--- config.mk ---
export PLATFORM = sky130hd
export DESIGN_NAME = boundary_line_row_fill
export DESIGN_NICKNAME = d
export VERILOG_FILES = /design/src/hw/rtl/blrf_pkg.sv /design/src/hw/rtl/blrf_seq.sv /design/src/hw/rtl/boundary_line_row_fill.sv
export SDC_FILE = /design/constraint.sdc
export NUM_CORES = 1
export LEC_CHECK = 0
export BUFFER_PORTS_ARGS = -buffer_cell sky130_fd_sc_hd__buf_2
export CAP_MARGIN = 0
export CORE_MARGIN = 2
export CORE_UTILIZATION = 55
export DETAILED_ROUTE_END_ITERATION = 8
export HOLD_SLACK_MARGIN = 0.08
export PLACE_DENSITY_LB_ADDON = 0.08
export RECOVER_POWER = 25
export SLEW_MARGIN = 30
export SYNTH_ARGS = -nofsm -noshare
export SYNTH_HDL_FRONTEND = slang
export SYNTH_HIERARCHICAL = 1
export SYNTH_SLANG_ARGS = --single-unit
--- constraint.sdc ---
create_clock -name clk -period 2.9 [get_ports clk]
set_input_delay 0.29 -clock clk [delete_from_list [all_inputs] [get_ports clk]]
set_output_delay 0.29 -clock clk [all_outputs]
set_load 0.01 [all_outputs]
--- src/hw/rtl/blrf_pkg.sv ---
// shared types and constants for the boundary line row fill block
`default_nettype none
package blrf_pkg;

	localparam int RowW = 6;
	localparam int ColW = 8;
	localparam int SelW = 2;

	localparam logic [SelW-1:0] SEL_RIGHT = 2'd1;
	localparam logic [SelW-1:0] SEL_LEFT  = 2'd2;

	// one row of a run, handed from the sequencer to the column pipeline
	typedef struct packed {
		logic [RowW-1:0] row;
		logic [ColW-1:0] start_col;
		logic [ColW-1:0] offset;
		logic            neg;
		logic            side;
		logic            last;
	} blrf_work_t;

endpackage
`default_nettype wire

--- src/hw/rtl/blrf_seq.sv ---
// run sequencer: request check, slope division and per-row offset stepping
`default_nettype none
module blrf_seq #(
	parameter int ROW_COUNT = 64
) (
	input  wire logic                      clk,
	input  wire logic                      arst_n,
	input  wire logic                      in_valid,
	output logic                           in_ready,
	input  wire logic [blrf_pkg::ColW-1:0] start_column,
	input  wire logic [blrf_pkg::RowW-1:0] start_row,
	input  wire logic [blrf_pkg::ColW-1:0] end_column,
	input  wire logic [blrf_pkg::RowW-1:0] end_row,
	input  wire logic [blrf_pkg::SelW-1:0] side_select,
	output logic                           work_valid,
	input  wire logic                      work_ready,
	output blrf_pkg::blrf_work_t           work
);
	import blrf_pkg::*;

	localparam logic [1:0] ST_IDLE = 2'd0;
	localparam logic [1:0] ST_DIV  = 2'd1;
	localparam logic [1:0] ST_RUN  = 2'd2;

	logic [1:0]      state_q;
	logic [2:0]      cnt_q;
	logic [ColW-1:0] sc_q;
	logic [RowW-1:0] er_q;
	logic [RowW-1:0] row_q;
	logic [RowW-1:0] span_q;
	logic            neg_q;
	logic            side_q;
	logic [ColW-1:0] dvd_q;
	logic [RowW-1:0] drem_q;
	logic [ColW-1:0] acc_q;
	logic [RowW-1:0] arem_q;

	logic            acc_in;
	logic            good;
	logic [RowW-1:0] span_in;
	logic [RowW:0]   trial;
	logic            qbit;
	logic [RowW:0]   rem_sum;
	logic            carry;
	logic            in_range;
	logic            last_row;
	logic            fire;

	assign acc_in   = in_valid && in_ready;
	assign good     = ((side_select == SEL_RIGHT) || (side_select == SEL_LEFT))
		&& (start_row >= end_row);
	assign span_in  = start_row - end_row;
	assign trial    = {drem_q, dvd_q[ColW-1]};
	assign qbit     = trial >= {1'b0, span_q};
	assign rem_sum  = {1'b0, arem_q} + {1'b0, drem_q};
	assign carry    = rem_sum >= {1'b0, span_q};
	assign in_range = {1'b0, row_q} < (RowW+1)'(ROW_COUNT);
	assign last_row = row_q == er_q;
	assign fire     = (state_q == ST_RUN) && (!in_range || work_ready);

	assign in_ready   = state_q == ST_IDLE;
	assign work_valid = (state_q == ST_RUN) && in_range;

	always_comb begin
		work.row       = row_q;
		work.start_col = sc_q;
		work.offset    = acc_q;
		work.neg       = neg_q;
		work.side      = side_q;
		work.last      = last_row;
	end

	always_ff @(posedge clk or negedge arst_n) begin
		if (!arst_n) begin
			state_q <= ST_IDLE;
			cnt_q   <= '0;
		end else begin
			unique case (state_q)
				ST_IDLE: begin
					if (acc_in && good) begin
						state_q <= (span_in == '0) ? ST_RUN : ST_DIV;
						cnt_q   <= '1;
					end
				end
				ST_DIV: begin
					cnt_q <= cnt_q - 3'd1;
					if (cnt_q == '0) begin
						state_q <= ST_RUN;
					end
				end
				ST_RUN: begin
					if (fire && last_row) begin
						state_q <= ST_IDLE;
					end
				end
				default: begin
					state_q <= ST_IDLE;
				end
			endcase
		end
	end

	always_ff @(posedge clk) begin
		if (state_q == ST_IDLE) begin
			sc_q   <= start_column;
			er_q   <= end_row;
			row_q  <= start_row;
			span_q <= span_in;
			neg_q  <= end_column < start_column;
			side_q <= side_select == SEL_LEFT;
			dvd_q  <= (span_in == '0) ? '0
				: (end_column < start_column) ? (start_column - end_column)
				: (end_column - start_column);
			drem_q <= '0;
			acc_q  <= '0;
			arem_q <= '0;
		end else if (state_q == ST_DIV) begin
			dvd_q  <= {dvd_q[ColW-2:0], qbit};
			drem_q <= qbit ? RowW'(trial - {1'b0, span_q}) : trial[RowW-1:0];
		end else if (fire) begin
			row_q <= row_q - RowW'(1);
			if (carry) begin
				arem_q <= RowW'(rem_sum - {1'b0, span_q});
				acc_q  <= acc_q + dvd_q + ColW'(1);
			end else begin
				arem_q <= rem_sum[RowW-1:0];
				acc_q  <= acc_q + dvd_q;
			end
		end
	end

	a_rem_below_span: assert property (@(posedge clk) disable iff (!arst_n)
		(state_q == ST_RUN) && (span_q != '0) |-> (arem_q < span_q))
		else $error("row remainder not below span");

	a_div_after_accept: assert property (@(posedge clk) disable iff (!arst_n)
		acc_in && good && (span_in != '0) |=> (state_q == ST_DIV) && (cnt_q == 3'd7))
		else $error("division did not start");

	a_div_to_run: assert property (@(posedge clk) disable iff (!arst_n)
		(state_q == ST_DIV) && (cnt_q == '0) |=> (state_q == ST_RUN))
		else $error("division did not finish in eight steps");

	a_bad_dropped: assert property (@(posedge clk) disable iff (!arst_n)
		acc_in && !good |=> (state_q == ST_IDLE))
		else $error("rejected request started a run");

	a_first_row: assert property (@(posedge clk) disable iff (!arst_n)
		(state_q == ST_RUN) && (acc_q == '0) && (arem_q == '0) |-> (row_q >= er_q))
		else $error("run row below end row");

endmodule
`default_nettype wire

--- src/hw/rtl/boundary_line_row_fill.sv ---
// boundary line row fill: top level with the column pipeline
//
// a request word on the s_axis channel names a start point on the larger row,
// an end point on the smaller row and a side select. for every row below
// ROW_COUNT from the start row down to the end row one word leaves on m_axis
// with the column on the line between the points, truncated toward zero and
// clamped to 0..MAX_COLUMN. tlast marks the end row. requests with a bad side
// select or with the rows reversed are taken and give no words.
// after a request is taken the sequencer does the slope division, one
// quotient bit a cycle in the sequencer divider (none when the rows are equal),
// and then issues one row a cycle while the pipeline does not stall;
// s_axis_tready is high only while the sequencer is idle.
// a row word passes three registers after the sequencer issues it (add, clamp,
// output register). when the receiver stalls the pipeline fills and the
// sequencer waits, nothing is lost or repeated.
// reset empties the pipeline and returns the sequencer to idle.
`default_nettype none
module boundary_line_row_fill #(
	parameter int MAX_COLUMN = 159,
	parameter int ROW_COUNT  = 64
) (
	input  wire logic        clk,
	input  wire logic        arst_n,
	input  wire logic        s_axis_tvalid,
	output logic             s_axis_tready,
	// start_column, start_row, end_column, end_row, zero pad
	input  wire logic [31:0] s_axis_tdata,
	// side_select
	input  wire logic [1:0]  s_axis_tuser,
	output logic             m_axis_tvalid,
	input  wire logic        m_axis_tready,
	// row_index, boundary_column, zero pad
	output logic [15:0]      m_axis_tdata,
	// boundary_side
	output logic [0:0]       m_axis_tuser,
	output logic             m_axis_tlast
);
	import blrf_pkg::*;

	localparam int ClW = $clog2(MAX_COLUMN + 1);
	localparam int SumW = 11;

	blrf_work_t work;
	logic       work_valid;
	logic       rdy_s1;
	logic       rdy_s2;
	logic       rdy_s3;

	logic                   v_s1;
	logic [RowW-1:0]        row_s1;
	logic                   side_s1;
	logic                   last_s1;
	logic signed [SumW-1:0] col_s1;

	logic            v_s2;
	logic [RowW-1:0] row_s2;
	logic            side_s2;
	logic            last_s2;
	logic [ClW-1:0]  col_s2;

	logic            v_s3;
	logic [RowW-1:0] row_s3;
	logic            side_s3;
	logic            last_s3;
	logic [ColW-1:0] col_s3;

	logic signed [SumW-1:0] sum;
	logic [ClW-1:0]         clamped;
	logic [ClW+ColW-1:0]    col_wide;

	blrf_seq #(
		.ROW_COUNT(ROW_COUNT)
	) u_seq (
		.clk          (clk),
		.arst_n       (arst_n),
		.in_valid     (s_axis_tvalid),
		.in_ready     (s_axis_tready),
		.start_column (s_axis_tdata[7:0]),
		.start_row    (s_axis_tdata[13:8]),
		.end_column   (s_axis_tdata[21:14]),
		.end_row      (s_axis_tdata[27:22]),
		.side_select  (s_axis_tuser),
		.work_valid   (work_valid),
		.work_ready   (rdy_s1),
		.work         (work)
	);

	assign rdy_s3 = !v_s3 || m_axis_tready;
	assign rdy_s2 = !v_s2 || rdy_s3;
	assign rdy_s1 = !v_s1 || rdy_s2;

	assign sum = work.neg
		? $signed({3'b000, work.start_col}) - $signed({3'b000, work.offset})
		: $signed({3'b000, work.start_col}) + $signed({3'b000, work.offset});

	always_comb begin
		priority if (col_s1 <= $signed(SumW'(0))) begin
			clamped = '0;
		end else if (col_s1 >= $signed(SumW'(MAX_COLUMN))) begin
			clamped = ClW'(MAX_COLUMN);
		end else begin
			clamped = ClW'(col_s1);
		end
	end

	assign col_wide = {{ColW{1'b0}}, col_s2};

	always_ff @(posedge clk or negedge arst_n) begin
		if (!arst_n) begin
			v_s1 <= 1'b0;
			v_s2 <= 1'b0;
			v_s3 <= 1'b0;
		end else begin
			if (rdy_s1) begin
				v_s1 <= work_valid;
			end
			if (rdy_s2) begin
				v_s2 <= v_s1;
			end
			if (rdy_s3) begin
				v_s3 <= v_s2;
			end
		end
	end

	always_ff @(posedge clk) begin
		if (rdy_s1) begin
			row_s1  <= work.row;
			side_s1 <= work.side;
			last_s1 <= work.last;
			col_s1  <= sum;
		end
		if (rdy_s2) begin
			row_s2  <= row_s1;
			side_s2 <= side_s1;
			last_s2 <= last_s1;
			col_s2  <= clamped;
		end
		if (rdy_s3) begin
			row_s3  <= row_s2;
			side_s3 <= side_s2;
			last_s3 <= last_s2;
			col_s3  <= col_wide[ColW-1:0];
		end
	end

	assign m_axis_tvalid = v_s3;
	assign m_axis_tdata  = {2'b00, col_s3, row_s3};
	assign m_axis_tuser  = side_s3;
	assign m_axis_tlast  = last_s3;

endmodule
`default_nettype wire
==> results.txt <==
Status: finished clean
Layout cells sized above 1: 17.7%
Synth area leader: edfxtp_1
Pre-CTS WS: -0.143 ns
Slew Viols, Final: 0
Initial core utilization: 56.1%
# diodes: 0
Post-detail-place hpwl: 10600 um
Overall Global Routing Usage: 22.4%
Hold Fails Final Rpt: 0
Cell Area, Synth: 7050 um^2
Vias per cell: 5.52
Core area: 12600 um^2
Worst hold stages: 1
Via count: 5227
Pleak: 0.00357 uW
Max Clk Rate: 345 MHz
Die ar.: 13700 um^2
FF+latch count, synth: 114
Max-cap viol count: 0
Worst Setup Start Kind: flop
Final WL: 14200 um
Min-delay src: s_axis_tdata[0]
Final period util: 99.8%
I/O Buffers: 51
Synth area leaders: edfxtp_1 (37%), ha_1 (12%), dfxtp_1 (5.7%), inv_1 (4.2%), xnor2_1 (2.9%)
CP max FO: 4
R2R Setup Slk: 0.005 ns
Worst-path clk slew: 0.06 ns
Row Count: 41
Chip Height: 117 um
Maximum number of pins on one net before global-route repair: 23
Maximum vdd drop: 453 uV
Unique masters post-synth: 70
Root buf cell: clkbuf_16
Critical Path AT: 3.22 ns
Post-synth top area share: 36.6%
Clk_skew: 0.00701 ns
Register area share after synthesis: 45.2%
Reg-to-reg critical path endpoint: u_seq/acc_q[6]
Clock sinks: 114
Critical path endpoint category: flop
Hold path endpoint: u_seq/sc_q[0]
Endpoints failing setup: 0
Area delta synth->final: 19.5%
FFs w/ async S/R, synth: 7.02%
WL per Instance: 15.0 um
Tot Pwr: 8160 uW
Die width: 117 um
Antenna violations before repair: 0
EDFF count, synth: 86
Setup ws final: 0.00526 ns
Synth warn: 6
CP max-delay cell: fa_2
Power Dens Cells: 969 nW/um^2
Synth Instances: 671
Hold WC Path Type: primary input to flop
Grt total ovfl: 0
RSZ-0062 raised after global routing: true
Fin Hold WS: 0.129 ns
Global-route wire length before repair: 23700 um
Total CTS buffers: 17
Crit path cell chain: ha_4 > inv_2 > fa_2 > nor2b_4 > o21ai_2 > a21boi_4 > ha_4 > a21oi_2 > nand2_1 > o221a_4 > o2111ai_2 > nor3_1 > xor2_1 > a211oi_2
Fin nets: 876
Tightest Pin Transition: 0.826 ns
Most used cell, CP: ha_4
R2R depth: 14
Period minus WS final: 2.89 ns
Routed Antenna Nets: 0
CTS tree: built
H-tree depth: 4
Top FF cell, synth: edfxtp_1
Fill count: 987
Max-slew headroom: 44.8%
Iteration-0 DRC Markers: 531
Vias in the first global route: 5097
Clk_lat worst skew: 0.41 ns
Final core utilization: 67.0%
Worst path max stage delay: 0.39 ns
Avg Cell Area, Syn: 10.5 um^2
Critical path class: flop to flop
# IOs: 58
First-pass DRT Iterations: 5
R2r startpoint: u_seq/drem_q[0]
Clk buf depth: 2
WP data required: 3.23 ns
Gpl congestion: 0.861
DRC viols: 0
==> routing by layer <==
layer  global-route usage, %  part of all wire [%]  wire, um  vias to the layer above
met5                       0                     0         0                        -
met3                    3.96                   3.3       463                       22
met4                    7.76                   1.7       239                        0
met1                    28.0                    45      6350                     2500
met2                    39.0                    50      7160                      115
li1                        -                     -         -                     2590
==> report_power, final <==
| group | total [uW] | switching, uW | internal, uW |
|---|---|---|---|
| combinational | 3200 | 1830 | 1370 |
| sequential | 3010 | 373 | 2640 |
| clock | 1950 | 763 | 1180 |
| total | 8160 | 2970 | 5190 |
==> state kept, by name, summed over array words and instances (netlist names), 2 cells and up <==
name           flops
u_seq/span_q       6
u_seq/dvd_q        8
row_s3             6
row_s1             6
u_seq/row_q        6
u_seq/er_q         6
col_s2             8
u_seq/state_q      2
col_s1            10
u_seq/cnt_q        3
u_seq/arem_q       6
row_s2             6
u_seq/drem_q       6
u_seq/acc_q        8
u_seq/sc_q         8
col_s3             8
==> repair_timing <==
action,CTS,global route
setup buffers,2,3
hold endpoints to repair,15,0
pin swaps,4,16
hold buffers,8,0
gates resized for setup,10,21
setup endpoints to repair,12,13
cloned,0,1
==> cell usage after synthesis (3+ instances only) <==
| library cell | n |
|---|---|
| edfxtp_1 | 86 |
| inv_1 | 79 |
| ha_1 | 67 |
| nor2_1 | 46 |
| nand2_1 | 43 |
| a21oi_1 | 32 |
| o21ai_0 | 28 |
| xnor2_1 | 23 |
| dfxtp_1 | 20 |
| xor2_1 | 19 |
| o21a_1 | 16 |
| nor3_1 | 15 |
| nand3_1 | 14 |
| o21ai_1 | 14 |
| nand2b_1 | 11 |
| nor2b_1 | 10 |
| fa_1 | 9 |
| a21o_1 | 8 |
| clkbuf_1 | 8 |
| dfrtp_1 | 8 |
| nand4_1 | 7 |
| or3_1 | 7 |
| buf_4 | 6 |
| mux2i_1 | 6 |
| o31ai_1 | 6 |
| a211oi_1 | 5 |
| o311ai_0 | 5 |
| a211oi_2 | 4 |
| a22o_1 | 4 |
| and3_1 | 4 |
| a22oi_1 | 3 |
| buf_6 | 3 |
| nand3b_1 | 3 |
| nor3b_1 | 3 |
| o2111ai_1 | 3 |
| o21bai_1 | 3 |
| o221ai_1 | 3 |
==> area by class of cell <==
cell class | instances | area [um^2] | share of cell area [%]
Sequential cell | 114 | 3190 | 37.8
Timing Repair Buffer | 89 | 568 | 6.74
Clock buffer | 17 | 425 | 5.05
Tap cell | 172 | 215 | 2.56
Multi-Input combinational cell | 460 | 3590 | 42.6
Inverter | 80 | 300 | 3.57
Clock inverter | 15 | 135 | 1.60
==> worst max-delay path, delay by kind of cell (launching register included) <==
kind,cells,cell delay (ns)
AO/OA/AOI/OAI,6,1.14
flip-flops,1,0.35
AND/OR/NAND/NOR,3,0.32
XOR/XNOR,1,0.18
buffers and inverters,1,0.04
adder cells (fa/ha/maj),3,0.77
==> logic make-up (layout without fill, tap and decap cells) <==
family | Yosys count | in the layout | share of synthesized area, %
other cells | 1 | 2 | 0.0532
flops | 114 | 114 | 45.2
buf+inv | 98 | 201 | 5.87
compound gates | 159 | 159 | 15.9
mux | 7 | 7 | 1.01
fa+ha+maj | 76 | 76 | 14.4
xor+xnor | 42 | 42 | 5.22
simple gates | 174 | 174 | 12.3
==> stage by stage <==
step	TNS, ns	area [um^2]	instances
floorplan	0	7070	672
global placement	-0.426	7600	901
detailed placement	-1.11	7600	901
CTS	0	8310	943
global route	-1.25	8420	947
finish	0	8420	947
==> cells in the final DEF, fill, tap and decap left out, types with 9 or more instances in the layout <==
| cell type | instances |
|---|---|
| nand3_1 | 14 |
| dfxtp_1 | 17 |
| o21ai_0 | 24 |
| buf_4 | 28 |
| a21oi_1 | 29 |
| buf_2 | 37 |
| ha_1 | 64 |
| inv_1 | 78 |
| nor2_1 | 45 |
| nand2_1 | 43 |
| nand2b_1 | 11 |
| edfxtp_1 | 86 |
| o21a_1 | 16 |
| clkbuf_16 | 18 |
| o21ai_1 | 17 |
| xor2_1 | 19 |
| xnor2_1 | 22 |
| nor3_1 | 15 |
| clkbuf_1 | 14 |
| nor2b_1 | 9 |
==> how the worst max path moves through the flow <==
stage,start,to,slack (ns),cells past startpoint
detailed placement,u_seq/arem_q[0],u_seq/arem_q[1],-0.14,15
floorplan,u_seq/drem_q[0],u_seq/acc_q[2],0.01,15
global placement,u_seq/arem_q[0],u_seq/arem_q[4],-0.06,14
CTS,u_seq/drem_q[1],u_seq/acc_q[7],0.001,14
finish,u_seq/drem_q[0],u_seq/acc_q[6],0.005,14
global route,u_seq/drem_q[0],u_seq/arem_q[3],-0.16,15
No activity file was read; power rests on OpenSTA's default activity.
